===== src/design/sfr_pkg.sv =====
package sfr_pkg;

    localparam int BYTE_W          = 8;
    localparam int LEN_W           = 13;
    localparam int MAX_PAYLOAD_DEF = 4096;

    localparam logic [BYTE_W-1:0] FLAG_BYTE = 8'h7E;
    localparam logic [BYTE_W-1:0] ESC_BYTE  = 8'h7D;
    localparam logic [BYTE_W-1:0] ESC_MASK  = 8'h20;
    localparam logic [BYTE_W-1:0] CTRL_I0   = 8'h00;
    localparam logic [BYTE_W-1:0] CTRL_I1   = 8'h80;
    localparam logic [BYTE_W-1:0] RR_BASE   = 8'hAA;
    localparam logic [BYTE_W-1:0] REJ_BASE  = 8'h54;
    localparam logic [BYTE_W-1:0] ADDR_RST  = 8'h03;

    typedef enum logic [2:0] {
        PH_HUNT,
        PH_ADDR,
        PH_CTRL,
        PH_BCC1,
        PH_DATA,
        PH_ESC
    } t_phase;

    typedef enum logic [2:0] {
        ST_ACCEPTED,
        ST_DUPLICATE,
        ST_REJECTED,
        ST_DUP_BAD,
        ST_TOO_LONG
    } t_status;

    typedef struct packed {
        logic              valid;
        logic [BYTE_W-1:0] rx_byte;
    } t_rx_item;

    typedef struct packed {
        logic              valid;
        logic              is_end;
        logic [BYTE_W-1:0] payload_byte;
        t_status           frame_status;
        logic [BYTE_W-1:0] reply_control;
        logic [LEN_W-1:0]  payload_length;
    } t_result;

endpackage


===== src/design/sfr_if.sv =====
interface sfr_rx_if;
    import sfr_pkg::*;
    logic              valid;
    logic              ready;
    logic [BYTE_W-1:0] rx_byte;
    modport source (output valid, output rx_byte, input ready);
    modport sink (input valid, input rx_byte, output ready);
endinterface

interface sfr_cfg_if;
    import sfr_pkg::*;
    logic              valid;
    logic              ready;
    logic [BYTE_W-1:0] address_byte;
    modport source (output valid, output address_byte, input ready);
    modport sink (input valid, input address_byte, output ready);
endinterface

interface sfr_res_if;
    import sfr_pkg::*;
    logic              valid;
    logic              ready;
    logic              is_end;
    logic [BYTE_W-1:0] payload_byte;
    logic [2:0]        frame_status;
    logic [BYTE_W-1:0] reply_control;
    logic [LEN_W-1:0]  payload_length;
    modport source (output valid, output is_end, output payload_byte,
                    output frame_status, output reply_control,
                    output payload_length, input ready);
    modport sink (input valid, input is_end, input payload_byte,
                  input frame_status, input reply_control,
                  input payload_length, output ready);
endinterface


===== src/design/sfr_in_reg.sv =====
module sfr_in_reg (
    input  logic                      i_clk,
    input  logic                      i_rst_n,
    input  logic                      i_valid,
    input  logic [sfr_pkg::BYTE_W-1:0] i_rx_byte,
    input  logic                      i_advance,
    output logic                      o_ready,
    output sfr_pkg::t_rx_item         o_item
);
    import sfr_pkg::*;

    logic              r_valid;
    logic [BYTE_W-1:0] r_byte;

    assign o_ready = !r_valid || i_advance;

    always_ff @(posedge i_clk) begin
        if (!i_rst_n) begin
            r_valid <= 1'b0;
        end else if (o_ready) begin
            r_valid <= i_valid;
        end
    end

    always_ff @(posedge i_clk) begin
        if (o_ready && i_valid) begin
            r_byte <= i_rx_byte;
        end
    end

    assign o_item.valid   = r_valid;
    assign o_item.rx_byte = r_byte;

endmodule


===== src/design/sfr_deframer.sv =====
module sfr_deframer #(
    parameter int MAX_PAYLOAD = sfr_pkg::MAX_PAYLOAD_DEF
) (
    input  logic                       i_clk,
    input  logic                       i_rst_n,
    input  sfr_pkg::t_rx_item          i_item,
    input  logic                       i_cfg_valid,
    input  logic [sfr_pkg::BYTE_W-1:0] i_cfg_data,
    input  logic                       i_out_ready,
    output logic                       o_advance,
    output sfr_pkg::t_result           o_res
);
    import sfr_pkg::*;

    localparam int CNT_W = $clog2(MAX_PAYLOAD + 1);

    t_phase            r_phase, n_phase;
    logic [BYTE_W-1:0] r_addr;
    logic              r_exp_seq, n_exp_seq;
    logic              r_frame_seq, n_frame_seq;
    logic [BYTE_W-1:0] r_held, n_held;
    logic              r_held_valid, n_held_valid;
    logic [BYTE_W-1:0] r_check, n_check;
    logic [CNT_W-1:0]  r_count, n_count;
    t_result           r_out, n_out;

    logic              fire;
    logic [BYTE_W-1:0] b;
    logic [BYTE_W-1:0] data_byte;
    logic [BYTE_W-1:0] bcc1;
    logic              is_flag;
    logic              ctrl_ok;
    logic              take;
    logic              too_long;
    logic              good;
    logic              seq_match;

    assign o_advance = !r_out.valid || i_out_ready;
    assign fire      = i_item.valid && o_advance;
    assign b         = i_item.rx_byte;
    assign is_flag   = (b == FLAG_BYTE);
    assign ctrl_ok   = (b == CTRL_I0) || (b == CTRL_I1);
    assign bcc1      = r_addr ^ {r_frame_seq, {(BYTE_W-1){1'b0}}};
    assign data_byte = (r_phase == PH_ESC) ? (b ^ ESC_MASK) : b;
    assign take      = (r_phase == PH_ESC) ||
                       ((r_phase == PH_DATA) && !is_flag && (b != ESC_BYTE));
    assign too_long  = take && r_held_valid && (r_count == CNT_W'(MAX_PAYLOAD));
    assign good      = (r_check == r_held);
    assign seq_match = (r_frame_seq == r_exp_seq);

    always_comb begin
        n_phase = r_phase;
        case (r_phase)
            PH_HUNT: begin
                if (is_flag) begin
                    n_phase = PH_ADDR;
                end
            end
            PH_ADDR: begin
                if (b == r_addr) begin
                    n_phase = PH_CTRL;
                end else if (!is_flag) begin
                    n_phase = PH_HUNT;
                end
            end
            PH_CTRL: begin
                if (ctrl_ok) begin
                    n_phase = PH_BCC1;
                end else if (is_flag) begin
                    n_phase = PH_ADDR;
                end else begin
                    n_phase = PH_HUNT;
                end
            end
            PH_BCC1: begin
                if (b == bcc1) begin
                    n_phase = PH_DATA;
                end else if (is_flag) begin
                    n_phase = PH_ADDR;
                end else begin
                    n_phase = PH_HUNT;
                end
            end
            PH_DATA: begin
                if (b == ESC_BYTE) begin
                    n_phase = PH_ESC;
                end else if (is_flag || too_long) begin
                    n_phase = PH_HUNT;
                end
            end
            PH_ESC: begin
                n_phase = too_long ? PH_HUNT : PH_DATA;
            end
            default: begin
                n_phase = PH_HUNT;
            end
        endcase
    end

    always_comb begin
        n_exp_seq    = r_exp_seq;
        n_frame_seq  = r_frame_seq;
        n_held       = r_held;
        n_held_valid = r_held_valid;
        n_check      = r_check;
        n_count      = r_count;
        n_out        = '0;
        case (r_phase)
            PH_CTRL: begin
                if (ctrl_ok) begin
                    n_frame_seq = b[BYTE_W-1];
                end
            end
            PH_BCC1: begin
                if (b == bcc1) begin
                    n_held_valid = 1'b0;
                    n_held       = '0;
                    n_check      = '0;
                    n_count      = '0;
                end
            end
            PH_DATA, PH_ESC: begin
                if (take) begin
                    if (too_long) begin
                        n_held_valid         = 1'b0;
                        n_out.valid          = 1'b1;
                        n_out.is_end         = 1'b1;
                        n_out.frame_status   = ST_TOO_LONG;
                        n_out.payload_length = LEN_W'(r_count);
                    end else begin
                        if (r_held_valid) begin
                            n_out.valid        = 1'b1;
                            n_out.payload_byte = r_held;
                            n_check            = r_check ^ r_held;
                            n_count            = r_count + 1'b1;
                        end
                        n_held       = data_byte;
                        n_held_valid = 1'b1;
                    end
                end else if (is_flag && r_held_valid) begin
                    n_held_valid         = 1'b0;
                    n_out.valid          = 1'b1;
                    n_out.is_end         = 1'b1;
                    n_out.payload_length = LEN_W'(r_count);
                    if (good && seq_match) begin
                        n_exp_seq           = !r_exp_seq;
                        n_out.frame_status  = ST_ACCEPTED;
                        n_out.reply_control = RR_BASE | {{(BYTE_W-1){1'b0}}, !r_exp_seq};
                    end else if (good) begin
                        n_out.frame_status  = ST_DUPLICATE;
                        n_out.reply_control = RR_BASE | {{(BYTE_W-1){1'b0}}, r_exp_seq};
                    end else if (seq_match) begin
                        n_out.frame_status  = ST_REJECTED;
                        n_out.reply_control = REJ_BASE | {{(BYTE_W-1){1'b0}}, r_frame_seq};
                    end else begin
                        n_out.frame_status  = ST_DUP_BAD;
                        n_out.reply_control = RR_BASE | {{(BYTE_W-1){1'b0}}, r_exp_seq};
                    end
                end
            end
            default: begin
            end
        endcase
    end

    always_ff @(posedge i_clk) begin
        if (!i_rst_n) begin
            r_phase      <= PH_HUNT;
            r_addr       <= ADDR_RST;
            r_exp_seq    <= 1'b0;
            r_frame_seq  <= 1'b0;
            r_held       <= '0;
            r_held_valid <= 1'b0;
            r_check      <= '0;
            r_count      <= '0;
            r_out.valid  <= 1'b0;
        end else begin
            if (i_cfg_valid) begin
                r_addr <= i_cfg_data;
            end
            if (fire) begin
                r_phase      <= n_phase;
                r_exp_seq    <= n_exp_seq;
                r_frame_seq  <= n_frame_seq;
                r_held       <= n_held;
                r_held_valid <= n_held_valid;
                r_check      <= n_check;
                r_count      <= n_count;
                r_out        <= n_out;
            end else if (i_out_ready) begin
                r_out.valid <= 1'b0;
            end
        end
    end

    assign o_res = r_out;

endmodule


===== src/design/stuffed_frame_receiver_arq_core.sv =====
// Throughput: one received byte per cycle; ready stays high unless results back up.
// Each byte passes an input register, then one state update into the result register.
// Reset is synchronous and active low: the hunt for a flag restarts, the expected
// sequence bit clears and the address register returns to 0x03.
module stuffed_frame_receiver_arq_core #(
    parameter int MAX_PAYLOAD = sfr_pkg::MAX_PAYLOAD_DEF
) (
    input  logic     i_clk,
    input  logic     i_rst_n,
    sfr_rx_if.sink   i_rx,
    sfr_cfg_if.sink  i_cfg,
    sfr_res_if.source o_res
);
    import sfr_pkg::*;

    t_rx_item rx_item;
    t_result  res;
    logic     advance;

    sfr_in_reg u_in_reg (
        .i_clk     (i_clk),
        .i_rst_n   (i_rst_n),
        .i_valid   (i_rx.valid),
        .i_rx_byte (i_rx.rx_byte),
        .i_advance (advance),
        .o_ready   (i_rx.ready),
        .o_item    (rx_item)
    );

    sfr_deframer #(
        .MAX_PAYLOAD (MAX_PAYLOAD)
    ) u_deframer (
        .i_clk       (i_clk),
        .i_rst_n     (i_rst_n),
        .i_item      (rx_item),
        .i_cfg_valid (i_cfg.valid),
        .i_cfg_data  (i_cfg.address_byte),
        .i_out_ready (o_res.ready),
        .o_advance   (advance),
        .o_res       (res)
    );

    assign i_cfg.ready          = 1'b1;
    assign o_res.valid          = res.valid;
    assign o_res.is_end         = res.is_end;
    assign o_res.payload_byte   = res.payload_byte;
    assign o_res.frame_status   = res.frame_status;
    assign o_res.reply_control  = res.reply_control;
    assign o_res.payload_length = res.payload_length;

endmodule


===== src/flat_wrapper.sv =====
// flat-port wrapper written by rule: the top's interface ports become plain ports
module stuffed_frame_receiver_arq_core_flat import sfr_pkg::*;
#(
    parameter int MAX_PAYLOAD = sfr_pkg::MAX_PAYLOAD_DEF
)
  (i_clk, i_rst_n, i_rx_valid, i_rx_rx_byte, i_rx_ready, i_cfg_valid, i_cfg_address_byte, i_cfg_ready, o_res_valid, o_res_is_end, o_res_payload_byte, o_res_frame_status, o_res_reply_control, o_res_payload_length, o_res_ready);
  sfr_rx_if i_rx_i ();
  sfr_cfg_if i_cfg_i ();
  sfr_res_if o_res_i ();
  input  logic i_clk;
  input  logic i_rst_n;
  input wire logic [$bits(i_rx_i.valid)-1:0] i_rx_valid;
  input wire logic [$bits(i_rx_i.rx_byte)-1:0] i_rx_rx_byte;
  output wire logic [$bits(i_rx_i.ready)-1:0] i_rx_ready;
  input wire logic [$bits(i_cfg_i.valid)-1:0] i_cfg_valid;
  input wire logic [$bits(i_cfg_i.address_byte)-1:0] i_cfg_address_byte;
  output wire logic [$bits(i_cfg_i.ready)-1:0] i_cfg_ready;
  output wire logic [$bits(o_res_i.valid)-1:0] o_res_valid;
  output wire logic [$bits(o_res_i.is_end)-1:0] o_res_is_end;
  output wire logic [$bits(o_res_i.payload_byte)-1:0] o_res_payload_byte;
  output wire logic [$bits(o_res_i.frame_status)-1:0] o_res_frame_status;
  output wire logic [$bits(o_res_i.reply_control)-1:0] o_res_reply_control;
  output wire logic [$bits(o_res_i.payload_length)-1:0] o_res_payload_length;
  input wire logic [$bits(o_res_i.ready)-1:0] o_res_ready;
  assign i_rx_i.valid = i_rx_valid;
  assign i_rx_i.rx_byte = i_rx_rx_byte;
  assign i_rx_ready = i_rx_i.ready;
  assign i_cfg_i.valid = i_cfg_valid;
  assign i_cfg_i.address_byte = i_cfg_address_byte;
  assign i_cfg_ready = i_cfg_i.ready;
  assign o_res_valid = o_res_i.valid;
  assign o_res_is_end = o_res_i.is_end;
  assign o_res_payload_byte = o_res_i.payload_byte;
  assign o_res_frame_status = o_res_i.frame_status;
  assign o_res_reply_control = o_res_i.reply_control;
  assign o_res_payload_length = o_res_i.payload_length;
  assign o_res_i.ready = o_res_ready;
  stuffed_frame_receiver_arq_core #(.MAX_PAYLOAD(MAX_PAYLOAD)) u_core (.i_clk(i_clk), .i_rst_n(i_rst_n), .i_rx(i_rx_i), .i_cfg(i_cfg_i), .o_res(o_res_i));
endmodule

===== config.mk =====
export PLATFORM = sky130hd
export DESIGN_NAME = stuffed_frame_receiver_arq_core_flat
export DESIGN_NICKNAME = d
export VERILOG_FILES = /design/src/design/sfr_pkg.sv /design/src/design/sfr_if.sv /design/src/design/sfr_in_reg.sv /design/src/design/sfr_deframer.sv /design/src/design/stuffed_frame_receiver_arq_core.sv /design/src/flat_wrapper.sv
export SDC_FILE = /design/constraint.sdc
export NUM_CORES = 1
export LEC_CHECK = 0
export ABC_AREA = 1
export BUFFER_PORTS_ARGS = -buffer_cell sky130_fd_sc_hd__buf_2
export CAP_MARGIN = 20
export CORE_AREA = 2 2 112 114
export CTS_BUF_LIST = sky130_fd_sc_hd__clkbuf_16
export DETAILED_ROUTE_END_ITERATION = 8
export DIE_AREA = 0 0 114 116
export PLACE_DENSITY = 0.5
export SETUP_SLACK_MARGIN = 0.02
export SLEW_MARGIN = 10
export SYNTH_ARGS = -nofsm -noshare
export SYNTH_HDL_FRONTEND = slang
export SYNTH_HIERARCHICAL = 1
export SYNTH_SLANG_ARGS = --single-unit

===== constraint.sdc =====
create_clock -name i_clk -period 6.35 [get_ports i_clk]
set_clock_uncertainty 0.05 [all_clocks]
set_input_delay 1.27 -clock i_clk [delete_from_list [all_inputs] [get_ports i_clk]]
set_output_delay 1.27 -clock i_clk [all_outputs]
set_load 0.01 [all_outputs]

# Yosys cells after proc, flatten, opt, wreduce, memory -nomap -nowiden
# Index checks and enable logic that the tools add are counted.
# op_classes
div_mod_pow	0
eq_ne	22
reduce_logical	32
add_sub_neg	1
n_mux	49
n_mul	0
shift	0
bitwise	7
order_cmp	0
# op_table
op	count
2-to-1 mux 8 bit	10
2-to-1 mux 13 bit	6
2-to-1 mux 34 bit	1
case mux 8 bit (2 select lines)	2
2-to-1 mux 3 bit	9
case mux 13 bit (2 select lines)	1
equality test 8 bit	3
2-to-1 mux 24 bit	1
2-to-1 mux 11 bit	2
case mux 3 bit (6 select lines)	1
equality test 8 x 7 -> 1 bit (second input constant)	2
XOR 8 bit	2
adder 13 x 1 -> 13 bit (second input constant)	1
equality test 13 bit (second input constant)	1
2-to-1 mux 1 bit	10
inequality test 2 bit (second input constant)	5
AND reduction 5 bit	2
2-to-1 mux 9 bit	1
equality test 8 bit (second input constant)	1
logical AND 1 bit	8
logical NOT 8 bit	1
inequality test 8 x 7 -> 1 bit (second input constant)	1
AND reduction 4 bit	2
equality test 3 x 2 -> 1 bit (second input constant)	2
other kinds (20)	36
# totals
ram_bits	0
inputBits	21
out_inout_bits	36
romBits	0
register_bits	86
latchBits	0
memories	0

# Logic depth before layout (Yosys ltp)
# depth
ltp_word	11
mapped_depth	13
ltp_nobuf	12

# Cells and area by module
# Netlist, hierarchy kept.
# modules_own_cells
module	area_each_um2	cells_each	instances
sfr_deframer	3783.6	501	1
sfr_in_reg	299.0	16	1
stuffed_frame_receiver_arq_core	11.3	2	1

# Least setup slack after synthesis
# Ideal clock, no wire load.
# synth_timing
path_kind	in2reg
start	input port i_rst_n
end	register u_core/u_deframer/o_res[33] (netlist name)
cell_stages	5
t_arrival_ps	3356
path_slack_ps	2869
path_buffers	1
required_ps	6225
path_cell_list	clkbuf_1 clkinv_1 nor2_1 o2111ai_1 o21ai_0
# synth_lines
element	line_no	source
from (decl)	flat_wrapper.sv:11	input logic i_rst_n;

# Worst setup path in the final report
# layout_timing
start	input port o_res_ready
end	output port i_rx_ready
# layout_between
elab_chain_cells	2
# layout_rtl
element	line_no	source
from (decl)	flat_wrapper.sv:24	input wire logic [$bits(o_res_i.ready)-1:0] o_res_ready;
logical OR 1 bit	sfr_deframer.sv:38	assign o_advance = !r_out.valid || i_out_ready;
net u_core.advance	stuffed_frame_receiver_arq_core.sv:18	logic advance;
logical OR 1 bit	sfr_in_reg.sv:15	assign o_ready = !r_valid || i_advance;
to (decl)	flat_wrapper.sv:14	output wire logic [$bits(i_rx_i.ready)-1:0] i_rx_ready;
# The timed path passes the listed nets, and every way through them passes these cells.

==> flow_summary.json <==
{
  "drive_gt1_frac": 0.1807,
  "post-cts-setup-buffer-count": 0,
  "cts_tree": "done",
  "synth_cell_types": 34,
  "avgSynthCellArea_um2": 7.888,
  "vias": 3393,
  "worstSetupPathType": "input port to output port",
  "ys_seq_area_frac": 0.4841,
  "worst_path_max_delay_cell": "buf_2",
  "die_h_um": 116,
  "dp_hpwl_um": 6586,
  "critical_path.top_delay_family": "buffers and inverters",
  "die_w_um": 114,
  "leakage_nw": 1.959,
  "core_region_area_mm2": 0.01191,
  "first_iter_violations": 152,
  "min_path_cells": 2,
  "ios": 57,
  "power_mw": 1.134,
  "grt_pass1_vias": 3306,
  "syn_to_final_growth_pct": 15.56,
  "maxCapViolCount": 0,
  "outcome": "finished clean",
  "synth_cells": 519,
  "cp_max_fo": 3,
  "worst-r2r-cell-count": 10,
  "cts-root-buf": "clkbuf_16",
  "holdBufCountCts": 0,
  "tns_ns": 0,
  "crit_path_frequent_cell": "buf_2",
  "cts_resized": 0,
  "power_switching_mw": 0.2595,
  "peakVddDrop_uv": 95.79,
  "final_area_mm2": 0.004731,
  "start_kind": "input port",
  "clk_pin_slew_ns": 0.06,
  "cts.sinks": 81,
  "comb_power_share": 0.039,
  "post_drt_wl_per_cell_um": 12.94,
  "max_freq_ghz": 0.3267,
  "tightest_slew_ns": 1.018,
  "worstHoldStart": "u_core/u_deframer/r_addr[6]$_SDFFE_PN0P_",
  "rows": 40,
  "fin_cells": 717,
  "startpoint": "o_res_ready",
  "synth_warnings": 6,
  "clk-insertion-delay-late_ns": 0.34,
  "drc": 0,
  "pwr-share-seq": 0.494,
  "grt.overflow.total": 0,
  "finish.utilization": 0.3972,
  "power.density_mw_per_mm2": 239.8,
  "firstDrtPassIters": 4,
  "synthTopCellsByArea": "edfxtp_1 (26%), dfxtp_1 (22%), nand2_1 (11%), nor2_1 (6.4%), inv_1 (5.5%)",
  "setup_viol": 0,
  "whs_ns": 0.4212,
  "postLayoutSetupSlackWorst_ns": 3.289,
  "hp-class": "register to register",
  "grt_max_degree": 36,
  "nets": 588,
  "p_int_mw": 0.8748,
  "place_area_mm2": 0.004428,
  "track_usage": 0.1517,
  "cp.required_ns": 5.03,
  "place_ws_ns": 3.223,
  "cpPeakStageDelay_ns": 0.14,
  "cts_made_buffers": 9,
  "n_antenna_cell": 0,
  "grt_pass1_wl_um": 15860,
  "synth_top_area_cell": "edfxtp_1",
  "syn_area_mm2": 0.004094,
  "wl_um": 9276,
  "cts_buffer_depth": 2,
  "crit_path_end_kind": "output port",
  "slew_violations": 0,
  "cp.arrival_ns": 1.74,
  "path_depth": 6,
  "timing.rr.start": "u_core/u_in_reg/r_byte[1]$_DFFE_PP_",
  "period_minus_slack_ns": 3.061,
  "die-area_mm2": 0.01322,
  "path_cells": "buf_2 -> inv_1 -> nand2_1 -> inv_2 -> nand2_2 -> buf_2",
  "gp_congestion": 0.8280,
  "post-route-period-util": 0.4821,
  "p_sw_frac": 0.2287,
  "start_util": 0.3437,
  "rrSetupSlack_ns": 3.34,
  "antenna_found_initial": 0,
  "crit_buf_inv": 4,
  "io_buffers": 55,
  "clkPwrFrac": 0.467,
  "drtAntennaViolNets": 0,
  "rsz0062_at_grt": "no",
  "ys_seq_elements": 81,
  "slew_headroom": 0.3210,
  "synth.top_cell.area_share": 0.2641,
  "finalHoldViolCount": 0,
  "h-tree-depth": 3,
  "via_per_inst": 4.732,
  "synthesis.nets": 542,
  "dp.cells": 701
}
layout by cell type, fill, tap and decap left out, types with 9 or more instances in the layout:
cell type and instances:
nor3_1 10, dfxtp_1 45, nand2_1 118, clkbuf_16 9
nand3_1 11, inv_1 60, xnor2_1 10, edfxtp_1 36
a21oi_1 43, nor2_1 69, o21ai_0 23, nand4_1 26
buf_2 55
layer usage:
metal,GRT usage,part of all wire
met3,0.03138,0.033
met1,0.1917,0.47
met5,0,0
met4,0.04878,0.011
met2,0.2607,0.49
cell families after synthesis:
kind of cell    after synthesis  share of synthesized area
simple gates                253                     0.2751
other cells                   1                  0.0009160
compound gates               74                    0.09719
flops                        81                     0.4841
fa+ha+maj                     2                   0.006111
buf+inv                      90                    0.09810
xor+xnor                     18                    0.03851
power groups by stage:
| stage | Sequential, mW | Combinational (mW) | Clock, mW |
|---|---|---|---|
| floorplan | 0.569 | 0.0313 | 0 |
| global placement | 0.572 | 0.0442 | 0 |
| detailed placement | 0.572 | 0.0449 | 0 |
| CTS | 0.561 | 0.0451 | 0.544 |
| global route | 0.562 | 0.0523 | 0.570 |
| finish | 0.560 | 0.0443 | 0.529 |
final cells by class:
type	instances	area (um2)
clock buffer	9	225.2
multi-input combinational	348	1713
timing repair buffer	58	297.8
fill	1215	7181
tap	147	183.9
inverter	67	251.5
sequential	81	1982
clock inverter	7	77.57
cells in the mapped netlist:
master     instances
inv_2              6
nand4_1           26
nand3_2            3
nor2_4             3
buf_2              3
or2_2              1
nor2_2             5
clkinv_1           1
o211ai_1           1
a21oi_1           43
xor2_1             8
buf_6              2
o21bai_2           1
o2111ai_1          1
nor2_1            70
conb_1             1
a211oi_1           1
nand2_2            3
xnor2_1           10
ha_1               2
nor3_2             1
o21ai_2            1
a31oi_1            1
nand2_4            2
a21oi_2            2
dfxtp_1           45
nor3_1            10
clkbuf_1           6
buf_4             12
nand3_1           11
edfxtp_1          36
inv_1             60
nand2_1          118
o21ai_0           23
sequential cells by signal, summed over array words and instances, names as in the netlist:
signal / count
u_core/u_deframer/r_addr: 8
u_core/u_deframer/r_phase: 3
u_core/u_deframer/r_frame_seq: 1
u_core/u_deframer/r_count: 13
u_core/u_deframer/r_held: 8
u_core/u_in_reg/r_valid: 1
u_core/u_deframer/r_exp_seq: 1
u_core/u_deframer/r_check: 8
u_core/u_in_reg/r_byte: 8
u_core/u_deframer/r_held_valid: 1
u_core/u_deframer/o_res: 29
tightest hold or removal path: cells and delay by family (launching register included):
family / cells / cell delay (ns)
flip-flops: 1 / 0.31
buffers and inverters: 1 / 0.06
AO/OA/AOI/OAI: 1 / 0.06
worst paths after layout:
kind                                               endpoint
hold / removal     u_core/u_deframer/r_addr[6]$_SDFFE_PN0P_
setup / recovery                                 i_rx_ready
setup reg to reg  u_core/u_deframer/r_count[1]$_SDFFE_PN0P_
hold reg to reg    u_core/u_deframer/r_addr[6]$_SDFFE_PN0P_
(Power assumes the default switching activity.)
